**src/rtl/core/ide_tf_pkg.sv**
```systemverilog
// Package for the IDE task-file register block: constants, register offsets,
// command codes and the structs passed between the block's modules.
// Depends on nothing; every module of the block imports it.
package ide_tf_pkg;

   // Bytes of sector buffer given to each drive.
   localparam int unsigned BUFFER_BYTES = 512;
   localparam int unsigned POS_W        = $clog2(BUFFER_BYTES);
   localparam int unsigned ADDR_W       = $clog2(2 * BUFFER_BYTES);

   // Bus access kinds.
   localparam logic ACC_READ  = 1'b0;
   localparam logic ACC_WRITE = 1'b1;

   // Task-file register offsets.
   localparam logic [2:0] REG_DATA     = 3'd0;
   localparam logic [2:0] REG_ERROR    = 3'd1;
   localparam logic [2:0] REG_COUNT    = 3'd2;
   localparam logic [2:0] REG_SECTOR   = 3'd3;
   localparam logic [2:0] REG_CYL_LO   = 3'd4;
   localparam logic [2:0] REG_CYL_HI   = 3'd5;
   localparam logic [2:0] REG_DRV_HEAD = 3'd6;
   localparam logic [2:0] REG_COMMAND  = 3'd7;

   // Command codes.
   localparam logic [7:0] CMD_RECAL_LO = 8'h10;
   localparam logic [7:0] CMD_RECAL_HI = 8'h1f;
   localparam logic [7:0] CMD_READ     = 8'h20;
   localparam logic [7:0] CMD_READ_NR  = 8'h21;
   localparam logic [7:0] CMD_WRITE    = 8'h30;
   localparam logic [7:0] CMD_WRITE_NR = 8'h31;

   // Fixed upper bits of the drive/head register as read back.
   localparam logic [2:0] DH_TOP_LBA = 3'b111;
   localparam logic [2:0] DH_TOP_CHS = 3'b101;

   // Value a data-port read returns when no transfer is pending.
   localparam logic [7:0] EMPTY_DATA = 8'hff;

   // Access to the sector buffer memory.
   typedef struct packed {
      logic              wr_en;
      logic              rd_en;
      logic [ADDR_W-1:0] addr;
      logic [7:0]        wdata;
   } buf_req_type;

   // Read result of one beat: either a register value or the buffer's byte.
   typedef struct packed {
      logic       from_buffer;
      logic [7:0] value;
   } rd_result_type;

endpackage

```
**src/rtl/core/ide_tf_regs.sv**
```systemverilog
// Task-file registers of both drives, access decode and read-back selection.
// Depends on ide_tf_pkg; drives the sector buffer through a buf_req_type.
module ide_tf_regs (
   input  logic                        clock,
   input  logic                        reset,
   input  logic                        accept,
   input  logic                        command,
   input  logic [2:0]                  reg_offset,
   input  logic [7:0]                  write_data,
   output ide_tf_pkg::buf_req_type     buf_req,
   output ide_tf_pkg::rd_result_type   rd_result
);
   import ide_tf_pkg::*;

   logic              selected_drive_ff, selected_drive_in;
   logic              lba_mode_ff  [2];
   logic              lba_mode_in  [2];
   logic [15:0]       cylinder_ff  [2];
   logic [15:0]       cylinder_in  [2];
   logic [3:0]        head_ff      [2];
   logic [3:0]        head_in      [2];
   logic [27:0]       block_ff     [2];
   logic [27:0]       block_in     [2];
   logic [7:0]        count_ff     [2];
   logic [7:0]        count_in     [2];
   logic [16:0]       left_ff      [2];
   logic [16:0]       left_in      [2];
   logic [POS_W-1:0]  pos_ff       [2];
   logic [POS_W-1:0]  pos_in       [2];

   logic              drv;
   logic              new_drv;
   logic              xfer_live;
   logic [POS_W-1:0]  pos_next;
   logic [ADDR_W-1:0] buf_addr;

   assign drv       = selected_drive_ff;
   assign new_drv   = write_data[4];
   assign xfer_live = (left_ff[drv] != 17'd0);

   // Buffer pointer advance with wrap, and the drive's offset into the memory.
   assign pos_next = (pos_ff[drv] == POS_W'(BUFFER_BYTES - 1)) ? '0 : pos_ff[drv] + 1'b1;
   assign buf_addr = drv ? ADDR_W'(BUFFER_BYTES) + ADDR_W'(pos_ff[drv])
                         : ADDR_W'(pos_ff[drv]);

   // Data port access to the buffer.
   always_comb begin
      buf_req.addr  = buf_addr;
      buf_req.wdata = write_data;
      buf_req.wr_en = accept && (reg_offset == REG_DATA) && (command == ACC_WRITE) && xfer_live;
      buf_req.rd_en = accept && (reg_offset == REG_DATA) && (command == ACC_READ) && xfer_live;
   end

   // Read-back value for the current beat.
   always_comb begin
      rd_result.from_buffer = 1'b0;
      rd_result.value       = 8'd0;
      if (command == ACC_READ) begin
         case (reg_offset)
            REG_DATA: begin
               if (xfer_live) begin
                  rd_result.from_buffer = 1'b1;
               end else begin
                  rd_result.value = EMPTY_DATA;
               end
            end
            REG_COUNT: begin
               rd_result.value = count_ff[drv];
            end
            REG_SECTOR: begin
               rd_result.value = block_ff[drv][7:0];
            end
            REG_CYL_LO: begin
               rd_result.value = lba_mode_ff[drv] ? block_ff[drv][15:8] : cylinder_ff[drv][7:0];
            end
            REG_CYL_HI: begin
               rd_result.value = lba_mode_ff[drv] ? block_ff[drv][23:16]
                                                  : cylinder_ff[drv][15:8];
            end
            REG_DRV_HEAD: begin
               rd_result.value = lba_mode_ff[drv] ? {DH_TOP_LBA, drv, block_ff[drv][27:24]}
                                                  : {DH_TOP_CHS, drv, head_ff[drv]};
            end
            default: begin
               rd_result.value = 8'd0;
            end
         endcase
      end
   end

   // Next state of the register file.
   always_comb begin
      selected_drive_in = selected_drive_ff;
      for (int i = 0; i < 2; i++) begin
         lba_mode_in[i] = lba_mode_ff[i];
         cylinder_in[i] = cylinder_ff[i];
         head_in[i]     = head_ff[i];
         block_in[i]    = block_ff[i];
         count_in[i]    = count_ff[i];
         left_in[i]     = left_ff[i];
         pos_in[i]      = pos_ff[i];
      end
      if (accept) begin
         // A data-port beat in either direction advances a live transfer.
         if ((reg_offset == REG_DATA) && xfer_live) begin
            pos_in[drv]  = pos_next;
            left_in[drv] = left_ff[drv] - 17'd1;
         end
         if (command == ACC_WRITE) begin
            case (reg_offset)
               REG_COUNT: begin
                  count_in[drv] = write_data;
               end
               REG_SECTOR: begin
                  if (lba_mode_ff[drv]) begin
                     block_in[drv][7:0] = write_data;
                  end else begin
                     block_in[drv] = {20'd0, write_data};
                  end
               end
               REG_CYL_LO: begin
                  if (lba_mode_ff[drv]) begin
                     block_in[drv][15:8] = write_data;
                  end else begin
                     cylinder_in[drv][7:0] = write_data;
                  end
               end
               REG_CYL_HI: begin
                  if (lba_mode_ff[drv]) begin
                     block_in[drv][23:16] = write_data;
                  end else begin
                     cylinder_in[drv][15:8] = write_data;
                  end
               end
               REG_DRV_HEAD: begin
                  // The write picks the drive and then sets that drive's mode.
                  selected_drive_in    = new_drv;
                  lba_mode_in[new_drv] = write_data[6];
                  if (write_data[6]) begin
                     block_in[new_drv][27:24] = write_data[3:0];
                  end else begin
                     head_in[new_drv] = write_data[3:0];
                  end
               end
               REG_COMMAND: begin
                  if (write_data inside {[CMD_RECAL_LO:CMD_RECAL_HI]}) begin
                     cylinder_in[drv] = 16'd0;
                  end else if (write_data inside {CMD_READ, CMD_READ_NR,
                                                  CMD_WRITE, CMD_WRITE_NR}) begin
                     pos_in[drv]  = '0;
                     left_in[drv] = {count_ff[drv], 9'd0};
                  end
               end
               default: begin
               end
            endcase
         end
      end
   end

   // State registers; everything clears at reset.
   always_ff @(posedge clock) begin
      if (reset) begin
         selected_drive_ff <= 1'b0;
         for (int i = 0; i < 2; i++) begin
            lba_mode_ff[i] <= 1'b0;
            cylinder_ff[i] <= 16'd0;
            head_ff[i]     <= 4'd0;
            block_ff[i]    <= 28'd0;
            count_ff[i]    <= 8'd0;
            left_ff[i]     <= 17'd0;
            pos_ff[i]      <= '0;
         end
      end else begin
         selected_drive_ff <= selected_drive_in;
         for (int i = 0; i < 2; i++) begin
            lba_mode_ff[i] <= lba_mode_in[i];
            cylinder_ff[i] <= cylinder_in[i];
            head_ff[i]     <= head_in[i];
            block_ff[i]    <= block_in[i];
            count_ff[i]    <= count_in[i];
            left_ff[i]     <= left_in[i];
            pos_ff[i]      <= pos_in[i];
         end
      end
   end

   // A buffer access happens only while a transfer is live.
   assert property (@(posedge clock) disable iff (reset)
      (buf_req.wr_en || buf_req.rd_en) |-> xfer_live)
      else $error("buffer accessed with no transfer pending");

   // A buffer access consumes exactly one byte of the count.
   assert property (@(posedge clock) disable iff (reset)
      (buf_req.wr_en || buf_req.rd_en) |=> (left_ff[$past(drv)] == $past(left_ff[drv]) - 17'd1))
      else $error("byte count did not step on a buffer access");

   // A beat from the buffer is always a read.
   assert property (@(posedge clock) disable iff (reset)
      (accept && rd_result.from_buffer) |-> buf_req.rd_en)
      else $error("buffer result without a buffer read");

endmodule

```
**config.mk**
```make
export PLATFORM = sky130hd
export DESIGN_NAME = ide_tf_regs
export DESIGN_NICKNAME = d
export VERILOG_FILES = /design/src/rtl/core/ide_tf_pkg.sv /design/src/rtl/core/ide_tf_regs.sv
export SDC_FILE = /design/constraint.sdc
export NUM_CORES = 1
export LEC_CHECK = 0
export BUFFER_PORTS_ARGS = -buffer_cell sky130_fd_sc_hd__clkbuf_2
export CORE_AREA = 4 4 120 122
export CTS_BUF_LIST = sky130_fd_sc_hd__clkbuf_8
export DETAILED_ROUTE_END_ITERATION = 10
export DIE_AREA = 0 0 124 126
export PLACE_DENSITY = 0.81
export SYNTH_ARGS = -nofsm -noshare
export SYNTH_HDL_FRONTEND = slang
export SYNTH_SLANG_ARGS = --single-unit
```
**constraint.sdc**
```tcl
create_clock -name clock -period 8.4 [get_ports clock]
set_input_delay 0.42 -clock clock [delete_from_list [all_inputs] [get_ports clock]]
set_output_delay 0.42 -clock clock [all_outputs]
set_load 0.05 [all_outputs]
```
Yosys cells after proc, flatten, opt, wreduce, memory -nomap -nowiden. Memory sizes are Yosys's and may differ from the RTL's. A register that Yosys moved wholly into a read port is not among the register bits. Index checks and enable logic that the tools add are counted.

Memories kept: 7. Input bits: 15. Output and inout port bits: 29. Logic and storage cells: 179. Register bits: 1. RAM bits: 166.

Memory list: block_ff (depth 2, bits a word 28, rd ports 3, clocked after memory_dff 1, wr ports 2, RTL line ide_tf_regs.sv:22) `logic [27:0] block_ff [2];`; left_ff (depth 2, bits a word 17, rd ports 3, clocked after memory_dff 1, wr ports 2, RTL line ide_tf_regs.sv:26) `logic [16:0] left_ff [2];`; cylinder_ff (depth 2, bits a word 16, rd ports 3, clocked after memory_dff 1, wr ports 2, RTL line ide_tf_regs.sv:18) `logic [15:0] cylinder_ff [2];`; pos_ff (depth 2, bits a word 9, rd ports 3, clocked after memory_dff 1, wr ports 2, RTL line ide_tf_regs.sv:28) `logic [POS_W-1:0] pos_ff [2];`; count_ff (depth 2, bits a word 8, rd ports 3, clocked after memory_dff 1, wr ports 2, RTL line ide_tf_regs.sv:24) `logic [7:0] count_ff [2];`; head_ff (depth 2, bits a word 4, rd ports 3, clocked after memory_dff 1, wr ports 2, RTL line ide_tf_regs.sv:20) `logic [3:0] head_ff [2];`; +1 memories.

Reductions and logical operators: 13. Mux-type cells: 117. Order comparisons: 6. Add/sub/neg operators: 3. Equality and inequality tests: 11. Bitwise gates (word level): 21.

Operators with widths (number): 56-bit two-way mux (6); 56-bit bitwise mux (5); 34-bit two-way mux (7); 56-bit one-hot mux with 4 select lines (1); 32-bit two-way mux (5); 28-bit demux with 1-bit select (5); 16-bit two-way mux (8); 18-bit two-way mux (7); 28-bit two-way mux (4); 8-bit two-way mux (12); 32-bit one-hot mux with 3 select lines (1); 34-bit bitwise mux (2); 32-bit bitwise mux (2); 17-bit two-way mux (3); 16-bit demux with 1-bit select (3); 8-bit one-hot mux with 6 select lines (1); 9-bit two-way mux (5); 32-bit bitwise AND (1); 8-bit by 6-bit == test with 1-bit output (second input constant) (4); 32-bit inverter (1); 24-bit two-way mux (1); 1-bit two-way mux (22); 18-bit bitwise AND (1); 18-bit bitwise mux (1); other kinds (31) (63).

Logic depth before layout (Yosys ltp).
Word-level depth: 15. Mapped depth: 15. Mapped depth without buffers: 11.

Least setup slack after synthesis. No wires, ideal clock.

Path kind: reg-to-output. From: register (tool-made name). To: output port rd_result[5] (netlist bit). Arrival time: 4.587 ns. Stages on the path, launching flop included: 16. Path buffers: 7. Slack: 3.393 ns. Required time: 7.980 ns. Path through: dfxtp_1 buf_2 buf_2 buf_2 buf_2 buf_2 buf_2 mux2i_1 ha_1 nor4b_1 o22ai_1 clkbuf_1 or2_2 nor4_1 nand2_1 a31oi_1.

RTL lines: to (decl) (RTL line ide_tf_regs.sv:11) `output ide_tf_pkg::rd_result_type rd_result`.

==> impl_metrics.json <==
{
  "ys.flop_type": "dfxtp_1",
  "r2r_end": "left_ff[0][13]",
  "n_antenna_cell": 0,
  "yosys_warnings": 0,
  "synth_edf_count": 0,
  "cp.required_ps": 7980,
  "fmax_mhz": 222,
  "overflow": 0,
  "post-route-min-period_ps": 4500,
  "dr.pass1.iters": 5,
  "top_layer": "met4",
  "grtUsageTotal": 0.305,
  "crit_fanout": 56,
  "fin_util": 0.687,
  "via_per_inst": 6.69,
  "ys_types": 61,
  "synth_top_area_frac": 0.398,
  "setup_tns_ps": 0,
  "ir_worst_vdd_v": 0.000180,
  "die_h_um": 126,
  "cts_hold_buf": 0,
  "antenna_found_initial": 0,
  "dr_wl_met3_um": 2170,
  "cts_buffers": 17,
  "clock_latency_ps": 470,
  "syn_area_per_cell_sq_um": 9.05,
  "dp_hpwl_um": 16000,
  "cts_root_buf": "clkbuf_8",
  "relSlewSlack": 0.181,
  "p_leak_nw": 3.15,
  "antenna_left": 0,
  "hold_end": "count_ff[0][1]",
  "fin_ws_ps": 3900,
  "post_cts_resized": 0,
  "start_util": 0.640,
  "final_cell_mix": "dfxtp_1 (167), mux2i_1 (81), nor2_1 (81)",
  "power_density_nw_per_um2": 183,
  "finalHoldViolCount": 0,
  "ios": 44,
  "synth_seq_cells": 168,
  "num_vias": 7509,
  "arrival_ps": 4080,
  "stdcell_area_sq_um": 9060,
  "gp_congestion": 0.985,
  "place_ws_ps": 4440,
  "core_area_sq_um": 13200,
  "outcome": "complete, no violations",
  "die-area_sq_um": 15600,
  "min_from": "reset",
  "grt_pass1_wl_um": 37500,
  "hold_depth": 2,
  "syn-cell-area_sq_um": 8450,
  "cts_sinks": 168,
  "critPathLaunchType": "flop",
  "layout-drive-gt1-share": 0.129,
  "ff2ff_path_depth": 8,
  "post_cts_buffers": 0,
  "drv_slew": 0,
  "clock_path_buffers": 2,
  "port_buffers": 43,
  "final-setup-viol-count": 0,
  "grt_pass1_vias": 6881,
  "r2r_slack_ps": 4400,
  "die_x_um": 124,
  "wirelength_um": 23700,
  "wl_met2_um": 10800,
  "synth.area.top_cells": "dfxtp_1 (40%), mux2i_1 (9.6%), a22o_1 (6.9%)",
  "cts_tree": "done",
  "wl_per_cell_um": 21.1,
  "endpoint_kind": "output pin",
  "hold_path.class": "in -> reg",
  "place_area_sq_um": 8630,
  "wl_met1_um": 10100,
  "syn2layout_area_growth_pct": 7.23,
  "nets": 951,
  "critPathKind": "reg -> out",
  "syn_nets": 951,
  "netlist_instances": 933,
  "finClkSkew_ps": 9.82,
  "async_flop_share": 0,
  "clkTransAtPathRegs_ps": 90,
  "drc": 0,
  "cts_max_level": 4,
  "placed_cells": 1090,
  "final_common_cell": "dfxtp_1",
  "tightest_slew_ps": 1220,
  "drtIter0Drc": 971,
  "rsz0062_at_grt": "no",
  "finalCritPeriodShare": 0.536,
  "fp-row-count": 42,
  "seq_area_frac_synth": 0.398,
  "grt_max_degree": 63,
  "yosysTopAreaCell": "dfxtp_1",
  "instances_no_fill": 1122,
  "max_cap_viol_count": 0
}
==> cell usage after synthesis (3+ instances only) <==
cell,instances
and2_1,4
o21ai_0,43
ha_1,3
o211ai_1,7
mux2_2,5
a21oi_1,59
a21oi_2,3
nor2_1,81
nor3_1,22
or3_1,6
a211oi_1,32
nand2b_1,9
a31oi_1,6
inv_1,13
o2bb2ai_1,19
o221a_2,9
buf_4,10
mux2i_1,81
a32o_1,3
and3_1,4
dfxtp_1,168
xor2_1,9
clkbuf_1,44
o22ai_1,10
nand2_1,65
nor3_2,4
nand3b_1,3
mux4_2,4
nor3b_1,6
nor4b_1,4
nand3_1,11
nor4_1,15
buf_2,13
nor2b_1,22
a22oi_1,22
xnor2_1,13
a22o_1,67
==> logic make-up after synthesis <==
logic type / after synthesis / share of synthesized area
simple gates: 270 / 0.162
compound gates: 297 / 0.255
fa+ha+maj: 3 / 0.00444
mux: 91 / 0.115
xor+xnor: 22 / 0.0228
flops: 168 / 0.398
buf+inv: 82 / 0.0428
==> power breakdown <==
| group | switching, W | total (W) | internal, W | leakage (nW) |
|---|---|---|---|---|
| clock | 0.000311 | 0.000624 | 0.000313 | 0.210 |
| sequential | 0.00000825 | 0.000810 | 0.000802 | 1.35 |
| combinational | 0.000152 | 0.000227 | 0.0000750 | 1.59 |
| total | 0.000472 | 0.00166 | 0.00119 | 3.15 |
==> critical path, cell delays in order, from the launching register on <==
cell      delay, ps
dfxtp_4         770
buf_4           640
nor3b_1         350
o22ai_1         130
buf_4           200
or2_2           320
nor4_1          340
nand2_1         280
a31oi_1         260
clkbuf_2        300
==> state kept, by name (all words and copies together) (netlist names), named ones only <==
name,cells
lba_mode_ff,2
left_ff,30
block_ff,56
head_ff,8
count_ff,16
drv,1
cylinder_ff,32
pos_ff,18
==> worst max path at each step <==
stage	startpoint	endpoint	slack (ps)	cells past startpoint
6_report	flop	rd_result[7]	3900	9
5_1_grt	flop	rd_result[7]	3550	10
4_1_cts	flop	rd_result[7]	3910	9
3_5_place_dp	flop	rd_result[7]	4440	9
3_3_place_gp	flop	rd_result[5]	4500	9
2_1_floorplan	flop	rd_result[5]	3390	15
==> per-stage QoR <==
stage	total power [W]	hold slack, ps
floorplan	0.00100	424
global placement	0.00105	441
detailed placement	0.00105	445
CTS	0.00166	382
global route	0.00172	399
finish	0.00166	392
==> area by class of cell <==
type	count	area (sq um)
well taps	176	220
fillers	1067	4130
multi-input cells	683	4720
inverters	13	48.8
flip-flops and latches	168	3370
clock inverters	13	168
repair buffers	50	270
clock buffers	19	262
==> routing by layer <==
layer  track usage  vias up
met2         0.461      379
met1         0.435     3556
met3        0.0596       63
li1              -     3511
met4         0.106        0
met5             0        -
No activity file was read; power rests on OpenSTA's default activity.
